## config.mk

```make
export PLATFORM = sky130hd
export DESIGN_NAME = sast_cell
export DESIGN_NICKNAME = d
export VERILOG_FILES = /design/src/sv/sast_pkg.sv /design/src/sv/sast_cell.sv
export SDC_FILE = /design/constraint.sdc
export NUM_CORES = 1
export LEC_CHECK = 0
export BUFFER_PORTS_ARGS = -buffer_cell sky130_fd_sc_hd__buf_2
export CAP_MARGIN = 20
export CORE_ASPECT_RATIO = 0.9
export CORE_UTILIZATION = 48
export CTS_CLUSTER_DIAMETER = 50
export DETAILED_ROUTE_END_ITERATION = 8
export PLACE_DENSITY = 0.8
export SYNTH_ARGS = -nofsm -noshare
export SYNTH_HDL_FRONTEND = slang
export SYNTH_SLANG_ARGS = --single-unit
```

## constraint.sdc

```tcl
create_clock -name clk -period 4.69 [get_ports clk]
set_clock_uncertainty 0.1 [all_clocks]
set_input_delay 0.2345 -clock clk [delete_from_list [all_inputs] [get_ports clk]]
set_output_delay 0.2345 -clock clk [all_outputs]
set_load 0.02 [all_outputs]
```

## src/sv/sast_pkg.sv

```systemverilog
// Shared constants and the beat record handed from cell to cell.
package sast_pkg;

  localparam int MAX_LEN      = 1024;
  localparam int ELEMENT_BITS = 16;
  localparam int TARGET_BITS  = 27;
  localparam int COUNT_BITS   = 20;

  localparam int TABLE_DEPTH = MAX_LEN + 1;
  localparam int PREFIX_BITS = $clog2(MAX_LEN) + ELEMENT_BITS;
  localparam int QUERY_BITS  = ((PREFIX_BITS > TARGET_BITS) ? PREFIX_BITS : TARGET_BITS) + 1;
  localparam int FREQ_BITS   = $clog2(TABLE_DEPTH + 1);
  localparam int SEEN_BITS   = $clog2(MAX_LEN + 1);

  // One element on its way down the chain of key/count cells.
  typedef struct packed {
    logic                   valid;  // stage holds a beat
    logic                   clear;  // beat starts a new array
    logic                   active; // element counted (not beyond MAX_LEN)
    logic [QUERY_BITS-1:0]  qkey;   // prefix - target, looked up
    logic [PREFIX_BITS-1:0] ikey;   // prefix, inserted or bumped
    logic                   done;   // insert already placed upstream
    logic [FREQ_BITS-1:0]   freq;   // frequency found for qkey
  } item_t;

endpackage

```

## src/sv/sast_cell.sv

```systemverilog
// One table cell: holds a prefix key and its count, and a stage of the beat chain.
module sast_cell (
  input  logic             clk,
  input  logic             rst,
  input  logic             advance,
  input  logic             home,
  input  sast_pkg::item_t  up,
  output sast_pkg::item_t  down
);

  logic                             valid;
  logic [sast_pkg::PREFIX_BITS-1:0] key;
  logic [sast_pkg::FREQ_BITS-1:0]   freq;

  logic                             eff_valid;
  logic [sast_pkg::PREFIX_BITS-1:0] eff_key;
  logic [sast_pkg::FREQ_BITS-1:0]   eff_freq;
  logic [sast_pkg::QUERY_BITS-1:0]  key_ext;
  logic                             q_hit;
  logic                             claim;
  logic                             i_hit;
  logic                             valid_next;
  logic [sast_pkg::PREFIX_BITS-1:0] key_next;
  logic [sast_pkg::FREQ_BITS-1:0]   freq_next;
  sast_pkg::item_t                  down_next;

  always_comb begin
    // A clearing beat sees the cell as freshly reset.
    if (up.valid && up.clear) begin
      eff_valid = home;
      eff_key   = '0;
      eff_freq  = {{(sast_pkg::FREQ_BITS-1){1'b0}}, home};
    end else begin
      eff_valid = valid;
      eff_key   = key;
      eff_freq  = freq;
    end
    key_ext = {{(sast_pkg::QUERY_BITS-sast_pkg::PREFIX_BITS){eff_key[sast_pkg::PREFIX_BITS-1]}},
               eff_key};
    q_hit = up.valid && up.active && eff_valid && (key_ext == up.qkey);
    claim = up.valid && up.active && !up.done;
    i_hit = eff_valid && (eff_key == up.ikey);

    valid_next = eff_valid;
    key_next   = eff_key;
    freq_next  = eff_freq;
    down_next  = up;
    // Lookup uses the count before this beat's own bump.
    if (q_hit) begin
      down_next.freq = eff_freq;
    end
    if (claim && i_hit) begin
      freq_next      = eff_freq + 1'b1;
      down_next.done = 1'b1;
    end else if (claim && !eff_valid) begin
      valid_next     = 1'b1;
      key_next       = up.ikey;
      freq_next      = {{(sast_pkg::FREQ_BITS-1){1'b0}}, 1'b1};
      down_next.done = 1'b1;
    end
  end

  always_ff @(posedge clk) begin
    if (rst) begin
      valid      <= home;
      key        <= '0;
      freq       <= {{(sast_pkg::FREQ_BITS-1){1'b0}}, home};
      down.valid <= 1'b0;
    end else if (advance) begin
      if (up.valid) begin
        valid <= valid_next;
        key   <= key_next;
        freq  <= freq_next;
      end
      down <= down_next;
    end
  end

endmodule

```

# --- Word-level counts from Yosys, hierarchy flattened ---
# Cells that the tools add are included.
op_classes:
  reduce_logical: 16
  eq_ne: 2
  addsub: 1
  bitwise: 1
  n_mux: 16
op_table:
  columns: ["cell", "count"]
  rows:
  - ["two-way mux 26 bit", 3]
  - ["two-way mux 11 bit", 4]
  - ["== test 28 bit", 1]
  - ["== test 26 bit", 1]
  - ["adder 11 x 1 -> 11 bit (second input constant)", 1]
  - ["two-way mux 1 bit", 9]
  - ["logical AND 1 bit", 8]
  - ["AND reduction 2 bit", 3]
  - ["nonzero test 2 bit", 2]
  - ["zero test 1 bit", 2]
  - ["OR reduction 2 bit", 1]
  - ["inverter 1 bit", 1]
totals:
  ff_bits: 107
  out_inout_bits: 69

# --- Longest topological paths before layout ---
depth:
  depth_word: 9
  ltp_mapped: 13
  mapped_depth_nobuf: 10

# --- Worst setup path before layout ---
# Ideal clock, no wire load.
synth_timing:
  kind: "in2reg"
  from: "in rst"
  to: "reg down[0] (netlist name), enable pin"
  arrival_ps: 3421
  required_time_ps: 4088
  stages: 2
  path_buffers: 1
  path_slack_ps: 667
  cell_sequence: "clkbuf_1 -> nor2b_1"
synth_between:
  elab_chain_cells: 2
synth_rtl:
  columns: ["element", "line_no", "text"]
  rows:
  - ["start, declared", "sast_cell.sv:4", "input logic rst,"]
  - ["inverter 1 bit (no source line)", null, null]
  - ["AND reduction 2 bit (no source line)", null, null]
  - ["end signal, assigned", "sast_cell.sv:75", "down <= down_next;"]
  - ["end, declared", "sast_cell.sv:8", "output sast_pkg::item_t down"]
# No other way between the ends.
# A chain may end at the register's enable or synchronous reset.

# --- Worst setup path in the final report ---
layout_timing:
  from: "in up[67] (netlist name)"
  to: "reg freq[0] (netlist name), data pin"
layout_between:
  elab_chain_cells: 9
  word_cells_on_any_way: 15
layout_rtl:
  columns: ["element", "line_no", "text"]
  rows:
  - ["start, declared", "sast_cell.sv:7", "input sast_pkg::item_t up,"]
  - ["logical AND 1 bit (*)", "sast_cell.sv:29", "if (up.valid && up.clear) begin"]
  - ["parallel branches: the longest is 4 deep, another holds adder 11 x 1 -> 11 bit", null, null]
  - ["two-way mux 11 bit (*)", "sast_cell.sv:52", "if (claim && i_hit) begin"]
  - ["two-way mux 1 bit (*)", "sast_cell.sv:70", "if (up.valid) begin"]
  - ["two-way mux 1 bit (*)", "sast_cell.sv:69", "end else if (advance) begin"]
  - ["two-way mux 1 bit (*)", "sast_cell.sv:64", "if (rst) begin"]
  - ["end signal, assigned", "sast_cell.sv:67", "freq <= {{(sast_pkg::FREQ_BITS-1){1'b0}}, home};"]
  - ["end signal, assigned", "sast_cell.sv:73", "freq <= freq_next;"]
  - ["end, declared", "sast_cell.sv:13", "logic [sast_pkg::FREQ_BITS-1:0] freq;"]
# Every way passes the cells marked *. The select of a mux whose other input is x is not followed.

==> results.cfg <==
[global_routing]
grt_use_total = 0.2362
grt_util_met2 = 0.3754
grt_max_degree = 39
busiest_layer = met2
first_global_vias = 3813
global_route.overflow_total = 0
use_met1 = 0.3216
met3_usage = 0.05140
antenna_found_initial = 0
grt_pass1_wl_mm = 19.40

[route]
drc = 0
drt_wl_total_mm = 12.51
routedWlPerCell_um = 17.92
drt_iter0_markers = 294
avgViaCountPerCell = 5.944
drtAntennaViolNets = 0
vias = 4149
dr.pass1.iters = 5

[cells_and_area]
diodes = 0
layout.cells.most_common = buf_2
multi_input_area_sq_um = 1951
fin_area_sq_um = 6095
nets = 641
nFillCells = 778
drive_above_1_share = 0.3077
regArea_sq_um = 2843
layout_common_cells = buf_2, edfxtp_1, nor2_1
syn_to_final_growth_pct = 23.04

[critical_path]
arrival_ns = 3.06
cp_max_fo = 26
crit_family = simple AND/OR/NAND/NOR gates
reg2reg_from = key[18]$_SDFFE_PP0P_
r2r_end = down[0]$_DFFE_PP_
reg2regPathDepth = 7
worstPathCellList = buf_2, and2_1, buf_4, nor2_1, o32ai_1, nand4_1, nor4_1, buf_4, mux2i_1, mux2_2
worst_ep_required_time_ns = 4.69
critPathKind = in -> reg
crit_path_start_kind = input pin
critPathMaxStageDelay_ns = 0.62
regToRegSetupSlack_ns = 2.00
critPathBufInv = 3
critPathMostFrequentCell = buf_4
cp_slowest_cell = and2_1
endpoint_kind = flop

[power]
p_leak_nw = 2.331
irDropWorstVdd_uv = 179.9
combPwrFrac = 0.120
seqPwrFrac = 0.528
netSwitchingPower_uw = 514.5
p_int_mw = 1.503
powerDensity_nw_per_um2 = 331.0
p_clk_frac = 0.352
p_sw_frac = 0.2551

[flow_run]
cap_violations = 0

[min_path]
hp-class = in -> reg
hp-start = up[32]
hold-path-endpoint = down[32]$_DFFE_PP_
whs_path_depth = 1

[logic_synthesis]
syn_area_sq_um = 4954
ys_seq_area_frac = 0.5739
synth_cells = 423
synth-seq-cells = 107
ys.flop_type = edfxtp_1
synthArstFlopShare = 0
synth-edff-count = 70
synth-warning-count = 0
postSynthAreaPerCell_sq_um = 11.71
syn_nets = 497
synth_cell_types = 51

[clocking]
htree_levels = 3
root_buffer = clkbuf_16
clock_latency_ns = 0.34
post_cts_resized = 0
cts_buffers = 9
clock_sinks = 107
tritoncts = done
cts.reportedPaths.clkPinSlew_ns = 0.07
cts_buffer_depth = 2

[floorplan]
rows = 34
io_pins = 142
core-area_sq_um = 9827
dieArea_sq_um = 10730
start_util = 0.5041
chipWidth_um = 109.1
die_h_um = 98.38

[sta]
fin_crit_ns = 3.058
drv_slew = 0
setup_viol = 0
fmax_mhz = 327.0
holdWs_ns = 0.01149
final.setup.tns_ns = 0
period_share = 0.6521
worst_slew_pin_slew_ns = 1.049
rsz0062_at_grt = false
maxSlewHeadroom = 0.2991
hold_viol = 0

[place]
port_buffers = 141
place_area_sq_um = 5758
gp_congestion = 0.8924
dpl.hpwl_mm = 9.000

[outcome]
status = finished, final reports clean
state kept, by name, indices dropped and copies added (netlist names):
register and cells:
down 69, key 26, valid 1, freq 11
final cells by class:
type,count,share of cell area
flip-flops and latches,107,0.4664
well taps,126,0.02587
inverters,19,0.01170
multi-input cells,279,0.3201
repair buffers,151,0.1308
clock inverters,6,0.007596
clock buffers,10,0.03757
metrics by stage:
stage	total power, mW	setup WS, ns	utilization	instances
after floorplan	1.215	0.6673	-	423
after global placement	1.318	1.482	0.5859	676
after detailed placement	1.324	1.398	0.5859	676
after CTS	2.024	1.747	0.6170	695
after global routing	2.082	1.452	0.6202	698
final	2.017	1.632	0.6202	698
how the worst max path moves through the flow:
stage / startpoint / endpoint / slack, ns / cells after the start
detailed placement: up[67] / freq[0]$_DFFE_PP_ / 1.40 / 10
floorplan: rst / down[0]$_DFFE_PP_ / 0.67 / 2
finish: up[67] / freq[0]$_DFFE_PP_ / 1.63 / 10
global placement: up[67] / freq[0]$_DFFE_PP_ / 1.48 / 10
global route: up[67] / freq[0]$_DFFE_PP_ / 1.45 / 10
CTS: up[67] / freq[0]$_DFFE_PP_ / 1.75 / 10
per-layer routing:
metal  vias up  wire [um]
li1       1942          -
met1      1984       5391
met2       200       5929
met3        23        976
met4         0        209
met5         -          0
cell families (layout without fill, tap and decap cells):
| kind of cell | count (synthesis) | count (layout) | synth area share |
|---|---|---|---|
| AO/OA/AOI/OAI | 105 | 105 | 0.1606 |
| flip-flops | 107 | 107 | 0.5739 |
| adder cells (fa/ha/maj) | 1 | 1 | 0.002525 |
| XOR/XNOR | 23 | 23 | 0.04067 |
| multiplexers | 15 | 15 | 0.03713 |
| AND/OR/NAND/NOR | 135 | 135 | 0.1508 |
| buffers and inverters | 37 | 186 | 0.03435 |
cell usage after synthesis (3+ instances only):
master    number  area, sq um
edfxtp_1      70         2102
dfxtp_1       37        740.7
mux2_2         3        33.78
nand2_1       22        82.58
xnor2_1       23        201.4
a21oi_1       10        50.05
mux2_4         6        90.09
inv_1         19        71.32
nand3_1        4        20.02
o211ai_1       4        30.03
nor4bb_1      19        190.2
a31oi_1       23        143.9
nor4_1         4        25.02
and2_1         3        18.77
and3_1         6        37.54
o22ai_1        5        31.28
nand4_1        6        37.54
buf_6          3        33.78
mux2i_1        6        60.06
clkbuf_1      11        41.29
nor2_1        52        195.2
o21ai_0        4        20.02
a22o_1        26        227.7
nor3_1         3        15.01
o32ai_1       19        166.4
power by group through the flow:
stage / clock (mW) / sequential (mW) / combinational, mW
2_1_floorplan: 0 / 1.14 / 0.0739
3_3_place_gp: 0 / 1.09 / 0.232
3_5_place_dp: 0 / 1.09 / 0.237
4_1_cts: 0.718 / 1.07 / 0.240
5_1_grt: 0.755 / 1.07 / 0.258
6_report: 0.710 / 1.07 / 0.242
timing repair:
item,CTS,global route
hold buffers,3,2
buffers inserted,0,0
hold endpoints to repair,3,2
worst register-to-register path: stages, from the launching register on:
cell and delay [ns]:
dfxtp_1 0.37, nor3b_1 0.19, a221oi_1 0.23, o2111ai_1 0.22, nor4_1 0.31, nand3_1 0.13, or4_4 0.56, mux2_4 0.34
Note: power is estimated with default switching activity, not from simulation.
